$ cat src/rtl/chkv_pkg.sv
// Shared types and constants for the chained hash key-value store.
package chkv_pkg;

    localparam int unsigned BUCKETS     = 64;
    localparam int unsigned CHAIN_DEPTH = 8;
    localparam int unsigned SLOT_TOTAL  = BUCKETS * CHAIN_DEPTH;
    localparam int unsigned SLOT_W      = $clog2(SLOT_TOTAL);
    localparam int unsigned CHAIN_W     = (CHAIN_DEPTH > 1) ? $clog2(CHAIN_DEPTH) : 1;
    localparam int unsigned BKT_W       = (BUCKETS > 1) ? $clog2(BUCKETS) : 1;
    localparam int unsigned CFG_W       = 7;
    localparam int unsigned CNT_W       = 10;
    localparam int unsigned MOD_STEPS   = 32;
    localparam int unsigned STEP_W      = $clog2(MOD_STEPS + 1);
    localparam logic [31:0] MIX_MUL     = 32'h045d_9f3b;
    localparam int unsigned MIX_SHIFT   = 16;

    typedef enum logic [1:0] {
        OP_PUT    = 2'd0,
        OP_GET    = 2'd1,
        OP_REMOVE = 2'd2,
        OP_NONE   = 2'd3
    } t_opcode;

    typedef enum logic [1:0] {
        ST_DONE     = 2'd0,
        ST_UPDATED  = 2'd1,
        ST_NOTFOUND = 2'd2,
        ST_FULL     = 2'd3
    } t_status;

    typedef struct packed {
        logic load;
        logic mix1;
        logic mix2;
        logic mod_start;
        logic mod_step;
        logic scan_clear;
        logic scan_read;
        logic scan_eval;
        logic commit;
    } t_cmd;

    typedef struct packed {
        logic mod_done;
        logic scan_last;
    } t_sts;

endpackage

$ cat src/rtl/chkv_ctrl.sv
// Controller: sequences hash, modulo, chain scan and commit for one item.
module chkv_ctrl (
    input  logic           i_clk,
    input  logic           i_rst_n,
    input  logic           i_in_valid,
    output logic           o_in_ready,
    output logic           o_out_valid,
    input  logic           i_out_ready,
    output chkv_pkg::t_cmd o_cmd,
    input  chkv_pkg::t_sts i_sts
);
    import chkv_pkg::*;

    typedef enum logic [2:0] {
        S_IDLE, S_MIX1, S_MIX2, S_MODS, S_MOD, S_SCAN, S_COMMIT, S_OUT
    } t_state;

    t_state r_state;
    logic   r_eval;

    assign o_in_ready  = (r_state == S_IDLE);
    assign o_out_valid = (r_state == S_OUT);

    always_comb begin
        o_cmd            = '0;
        o_cmd.load       = (r_state == S_IDLE) && i_in_valid;
        o_cmd.mix1       = (r_state == S_MIX1);
        o_cmd.mix2       = (r_state == S_MIX2);
        o_cmd.mod_start  = (r_state == S_MODS);
        o_cmd.mod_step   = (r_state == S_MOD) && !i_sts.mod_done;
        o_cmd.scan_clear = (r_state == S_MOD) && i_sts.mod_done;
        o_cmd.scan_read  = (r_state == S_SCAN) && !i_sts.scan_last;
        o_cmd.scan_eval  = r_eval;
        o_cmd.commit     = (r_state == S_COMMIT) && !r_eval;
    end

    always_ff @(posedge i_clk) begin
        if (!i_rst_n) begin
            r_state <= S_IDLE;
            r_eval  <= 1'b0;
        end else begin
            r_eval <= 1'b0;
            unique case (r_state)
                S_IDLE:   if (i_in_valid) r_state <= S_MIX1;
                S_MIX1:   r_state <= S_MIX2;
                S_MIX2:   r_state <= S_MODS;
                S_MODS:   r_state <= S_MOD;
                S_MOD:    if (i_sts.mod_done) r_state <= S_SCAN;
                S_SCAN: begin
                    if (i_sts.scan_last) begin
                        r_state <= S_COMMIT;
                    end else begin
                        r_eval <= 1'b1;
                    end
                end
                S_COMMIT: if (!r_eval) r_state <= S_OUT;
                S_OUT:    if (i_out_ready) r_state <= S_IDLE;
                default:  r_state <= S_IDLE;
            endcase
        end
    end

`ifndef SYNTHESIS
    a_one_stage: assert property (@(posedge i_clk) disable iff (!i_rst_n)
        $onehot0({o_cmd.mix1, o_cmd.mix2, o_cmd.mod_step, o_cmd.scan_read, o_cmd.commit}))
        else $error("overlapping datapath commands");
    a_commit_out: assert property (@(posedge i_clk) disable iff (!i_rst_n)
        o_cmd.commit |=> o_out_valid)
        else $error("result not shown after commit");
    a_hold_out: assert property (@(posedge i_clk) disable iff (!i_rst_n)
        o_out_valid && !i_out_ready |=> o_out_valid)
        else $error("result dropped");
`endif

endmodule

$ cat config.mk
export PLATFORM = sky130hd
export DESIGN_NAME = chkv_ctrl
export DESIGN_NICKNAME = d
export VERILOG_FILES = /design/src/rtl/chkv_pkg.sv /design/src/rtl/chkv_ctrl.sv
export SDC_FILE = /design/constraint.sdc
export NUM_CORES = 1
export LEC_CHECK = 0
export BUFFER_PORTS_ARGS = -buffer_cell sky130_fd_sc_hd__buf_2
export CORE_AREA = 8 8 45 47
export DETAILED_ROUTE_END_ITERATION = 8
export DIE_AREA = 0 0 53 55
export MAX_ROUTING_LAYER = met4
export SLEW_MARGIN = 25
export SYNTH_ARGS = -nofsm -noshare
export SYNTH_HDL_FRONTEND = slang
export SYNTH_SLANG_ARGS = --single-unit
$ cat constraint.sdc
create_clock -name i_clk -period 1.2 [get_ports i_clk]
set_input_delay 0.06 -clock i_clk [delete_from_list [all_inputs] [get_ports i_clk]]
set_output_delay 0.06 -clock i_clk [all_outputs]
set_load 0.02 [all_outputs]
==> impl_metrics.py, run 1 <==
metrics = {
    "cells_and_area": {
        "final_util_pct": 34.0,
        "fill_cells": 156,
        "layout.nets": 63,
        "area_growth_pct": 43.5,
        "stdcell_count": 71,
        "fin_area_um2": 470,
        "layout-drive-gt1-share_pct": 58.2,
        "antenna_cells": 0,
    },
    "drt": {
        "wire_per_inst_um": 11.7,
        "drc": 0,
        "routed_via_density": 4.55,
        "dr.pass1.iters": 1,
        "ant_nets": 0,
        "via_count": 323,
        "totalWireLength_um": 830,
        "dr.first_iter.drc_count": 0,
    },
    "logic_synthesis": {
        "yosysTopAreaCellShare_pct": 24.4,
        "ys_types": 25,
        "synth_commonest_cells": "dfxtp_1 (4), buf_4 (3)",
        "synth_area_leaders": "dfxtp_1 (24%), and4bb_2 (7.6%), buf_4 (6.9%)",
        "ys.warnings.count": 0,
        "syn_inst": 37,
        "synth_most_common_cell": "dfxtp_1",
        "yosysSeqAreaShare_pct": 24.4,
        "yosys.area.top_type": "dfxtp_1",
        "synth_edf_count": 0,
        "syn_area_um2": 328,
        "synthFlopType": "dfxtp_1",
        "ys_seq_elements": 4,
        "avgSynthCellArea_um2": 8.86,
        "ys_async_sr_fraction_pct": 0,
        "syn_nets": 43,
    },
    "worst_setup_path": {
        "arrival_ps": 1110,
        "crit_type": "register to primary output",
        "path_max_fanout": 13,
        "critPathLaunchType": "register",
        "cp.required_ps": 1140,
        "end_kind": "primary output",
    },
    "pwr": {
        "p_leak_nw": 0.223,
        "ir_drop_mv": 0.382,
        "total_power_mw": 0.467,
        "power.density_nw_per_um2": 994,
    },
    "cts": {
        "cts_root_buffer": "clkbuf_4",
        "insertion_delay_ps": 230,
        "cts_buffers": 3,
        "h-tree-depth": 1,
        "cts.sinks": 4,
        "tritoncts": "done",
        "clkTransAtPathRegs_ps": 40,
        "holdBufCountCts": 0,
        "cts_buffer_depth": 2,
    },
    "timing": {
        "rsz0062_at_grt": "yes",
        "fin_crit_sh_pct": 97.4,
        "hold_violations": 0,
        "setup_violations": 0,
        "fmax_mhz": 856,
        "maxSlewViolCount": 0,
        "layout_setup_ws_ps": 31.4,
        "hold_slack_ps": 107,
        "timing.final.crit_period_ps": 1170,
        "tightestPinTransition_ps": 297,
        "slew_headroom_pct": 79.9,
        "fin_skew_ps": 1.42,
        "setup_tns_ps": 0,
    },
    "placement": {
        "placed_cell_area_um2": 399,
        "gp_congestion": 0.681,
        "dp.cells": 65,
        "port_buffers": 16,
        "hpwlAfterDp_um": 606,
        "place_ws_ps": 25.7,
    },
    "die": {
        "core_area_um2": 1380,
        "fp.dieW_um": 53,
        "start_util_pct": 23.7,
        "die_height_um": 55,
        "fp-row-count": 14,
        "pin_count": 17,
        "die_area_um2": 2920,
    },
    "status": {
        "status": "completed",
    },
    "global_routing": {
        "grt_first_pass_wirelength_um": 1310,
        "overflow": 0,
        "grt_use_total_pct": 6.19,
        "grt_pass1_vias": 330,
        "grt_max_degree": 17,
        "antenna_found_initial": 0,
    },
    "job": {
        "max-cap-violations": 0,
    },
    "hold_path": {
        "hold_class": "primary input to register",
    },
}
-- kinds of logic (layout without fill, tap and decap cells) --
group	Yosys count	in the layout	share of synthesized area, %
and+or+nand+nor	19	19	44.7
AOI/OAI and AO/OA	7	7	15.3
buffers and inverters	6	24	12.6
DFF	4	4	24.4
muxes	1	1	3.05
-- routing by layer --
metal  routed length (µm)  global-route usage (%)  share of wire (%)  up-vias
li1                     -                       -                  -      168
met1                  336                    6.37                 40      145
met2                  404                    9.77                 49       10
met3                   89                    2.41                 11        0
met4                    0                    3.88                  0        0
met5                    0                       -                  0        -
-- path summary, 6_finish.rpt --
path	startpoint	cells after the start	to	slack [ps]
setup / recovery	r_state[0]	3	o_cmd[8]	30
hold / removal	i_rst_n	2	r_state[1]	110
setup reg to reg	r_state[1]	4	r_state[1]	120
hold reg to reg	r_state[0]	2	r_state[0]	570
-- repair_timing --
item                                   4_1_cts  5_1_grt
pin swaps                                    1        1
setup buffers                                2        1
gates resized for setup                      7        3
setup endpoints to repair                   10        4
endpoints found under the hold margin        0        0
cloned                                       0        0
-- report_power, final --
part | total (mW) | switching [mW] | internal, mW
Sequential | 0.171 | 0.0279 | 0.143
Clock | 0.161 | 0.0493 | 0.112
Combinational | 0.136 | 0.0678 | 0.0683
-- cell type report --
cell class / instances / area, µm² / share of cell area (%)
clock buffers: 3 / 22.5 / 4.79
inverters: 2 / 7.51 / 1.60
multi-input cells: 27 / 218 / 46.3
flip-flops and latches: 4 / 91.3 / 19.4
well taps: 16 / 20.0 / 4.26
repair buffers: 19 / 111 / 23.7
-- cells in the final DEF, fill, tap and decap left out, drive strengths merged --
cell,netlist,routed
buf,4,19
dfxtp,4,4
clkbuf,0,3
nor2,2,2
nand2,2,2
and4bb,2,2
and2,2,2
a21oi,2,2
nand4,2,2
inv,2,2
nand2b,2,2
nor3b,2,2
a21boi,2,2
and3,1,1
nor3,1,1
nor4b,1,1
and3b,1,1
o21a,1,1
o311ai,1,1
or2,1,1
mux2i,1,1
o21ai,1,1
-- flip-flops by register name, indices dropped and copies added (netlist names) --
signal	flops
r_eval	1
r_state	3
-- worst max-delay path, cell delays in order (launching register included) --
cell and delay, ps:
dfxtp_4 390, nor3_2 200, and2_1 140, buf_2 150
Power figures use the tool's default switching activity.
==> run 2, diff against run 1 <==
GPL_TIMING_DRIVEN = 0   (was not set)
==> impl_metrics.py, run 2 (same netlist as run 1, synthesis figures left out) <==
metrics = {
    "drt": {
        "dr.first_iter.drc_count": 8,
        "totalWireLength_um": 1010,
        "routed_via_density": 4.56,
        "via_count": 356,
        "ant_nets": 0,
        "dr.pass1.iters": 4,
        "drc": 0,
        "wire_per_inst_um": 12.9,
    },
    "die": {
        "die_height_um": 55,
        "die_area_um2": 2920,
        "fp-row-count": 14,
        "core_area_um2": 1380,
        "pin_count": 17,
        "start_util_pct": 23.7,
        "fp.dieW_um": 53,
    },
    "hold_path": {
        "min_to": "r_state[1]",
        "hp-start": "i_rst_n",
        "hold_class": "primary input to register",
        "whs_path_depth": 2,
    },
    "timing": {
        "rsz0062_at_grt": "yes",
        "slew_headroom_pct": 78.4,
        "fin_crit_sh_pct": 99.5,
        "hold_violations": 0,
        "fmax_mhz": 838,
        "tightestPinTransition_ps": 321,
        "fin_skew_ps": 3.18,
        "timing.final.crit_period_ps": 1190,
        "setup_violations": 0,
        "maxSlewViolCount": 0,
    },
    "pwr": {
        "p_switching_mw": 0.165,
        "clkPwrFrac_pct": 32.9,
        "p_int_mw": 0.351,
        "switching_share_pct": 32.0,
        "comb_power_share_pct": 36.5,
        "power.density_nw_per_um2": 933,
        "p_leak_nw": 0.268,
        "ir_drop_mv": 0.435,
        "seqPwrFrac_pct": 30.6,
    },
    "cells_and_area": {
        "reg_top3": "r_state: 3 flops, r_eval: 1 flops",
        "layout.nets": 70,
        "layout-drive-gt1-share_pct": 64.5,
        "final_util_pct": 40.0,
        "fin_area_um2": 553,
        "layout_commonest_cell": "buf_2",
        "stdcell_count": 78,
        "antenna_cells": 0,
        "layout_common_cells": "buf_2 (13), buf_6 (7), buf_4 (6)",
        "largest_register_ffs": 3,
        "top_register": "r_state",
        "area_growth_pct": 68.7,
    },
    "cts": {
        "cts_root_buffer": "clkbuf_4",
        "insertion_delay_ps": 230,
        "tritoncts": "done",
        "h-tree-depth": 1,
        "cts_buffer_depth": 2,
        "cts_buffers": 3,
        "cts.sinks": 4,
        "clkTransAtPathRegs_ps": 40,
    },
    "worst_setup_path": {
        "critical_path.cell_chain": "buf_6, nor4b_2, buf_4",
        "crit_path_top_delay_cell": "dfxtp_4",
        "path_max_fanout": 7,
        "crit_path_max_incr_delay_ps": 360,
        "cp.required_ps": 1140,
        "arrival_ps": 1130,
        "critPathLaunchType": "register",
        "rrSetupSlack_ps": 140,
        "r2r_cells": 3,
        "crit_type": "register to primary output",
        "regToRegEndpoint": "r_state[0]",
        "end_kind": "primary output",
        "crit_start": "r_state[0]",
        "reg2reg_from": "r_state[1]",
    },
    "global_routing": {
        "antenna_found_initial": 0,
        "grt_pass1_vias": 353,
        "overflow": 0,
        "grt_use_total_pct": 7.14,
        "grt_max_degree": 11,
        "grt_first_pass_wirelength_um": 1480,
    },
    "placement": {
        "dp.cells": 69,
        "hpwlAfterDp_um": 670,
        "port_buffers": 16,
        "gp_congestion": 0.707,
        "placed_cell_area_um2": 433,
    },
    "status": {
        "status": "completed",
    },
    "job": {
        "max-cap-violations": 0,
    },
}
[run 2: how the worst max path moves through the flow]
stage / cells past startpoint / endpoint / slack [ps]
floorplan: 2 / o_cmd[6] / 50
global placement: 3 / o_cmd[3] / 120
detailed placement: 3 / o_cmd[3] / 100
CTS: 3 / o_cmd[4] / -2
global route: 4 / o_cmd[2] / -40
finish: 3 / o_cmd[4] / 6
[run 2: worst max-delay path, delay by kind of cell (launching register included)]
kind | cells | cell delay [ps]
DFF | 1 | 360
buffers and inverters | 2 | 310
and+or+nand+nor | 1 | 230
[run 2: metal layers]
| layer | track usage (%) | vias to the layer above | wire [µm] |
|---|---|---|---|
| met5 | - | - | 0 |
| met4 | 6.47 | 0 | 0 |
| met3 | 2.14 | 0 | 60 |
| met2 | 11.1 | 12 | 501 |
| met1 | 7.12 | 161 | 442 |
| li1 | - | 183 | - |
[run 2: area by class of cell]
| type | instances | area (µm²) |
|---|---|---|
| Inverter | 2 | 7.51 |
| Multi-Input combinational cell | 27 | 223 |
| Sequential cell | 4 | 91.3 |
| Tap cell | 16 | 20.0 |
| Fill cell | 143 | 831 |
| Buffer | 4 | 41.3 |
| Timing Repair Buffer | 22 | 148 |
| Clock buffer | 3 | 22.5 |
[run 2: what timing repair did]
action / in CTS / in global routing
pin swaps: 2 / 1
setup buffers: 5 / 0
endpoints found under the setup margin: 7 / 5
hold buffers: 0 / 0
gates resized for setup: 13 / 5
endpoints found under the hold margin: 0 / 0
gates cloned: 0 / 1
[run 2: per-stage QoR]
step | setup TNS [ps] | worst slack [ps] | power (mW) | hold slack [ps]
2_1_floorplan | 0 | 48.5 | 0.261 | 173
4_1_cts | -1.87 | -1.87 | 0.517 | 74.5
3_5_place_dp | 0 | 103 | 0.309 | 329
5_1_grt | -98.4 | -39.6 | 0.551 | 81.6
6_report | 0 | 6.11 | 0.516 | 83.5
3_3_place_gp | 0 | 118 | 0.307 | 330
[run 2: power by group through the flow]
stage	logic [mW]	registers (mW)	clock network, mW
3_3_place_gp	0.146	0.160	0
5_1_grt	0.205	0.159	0.187
6_report	0.189	0.158	0.170
4_1_cts	0.181	0.156	0.180
2_1_floorplan	0.105	0.157	0
3_5_place_dp	0.148	0.161	0
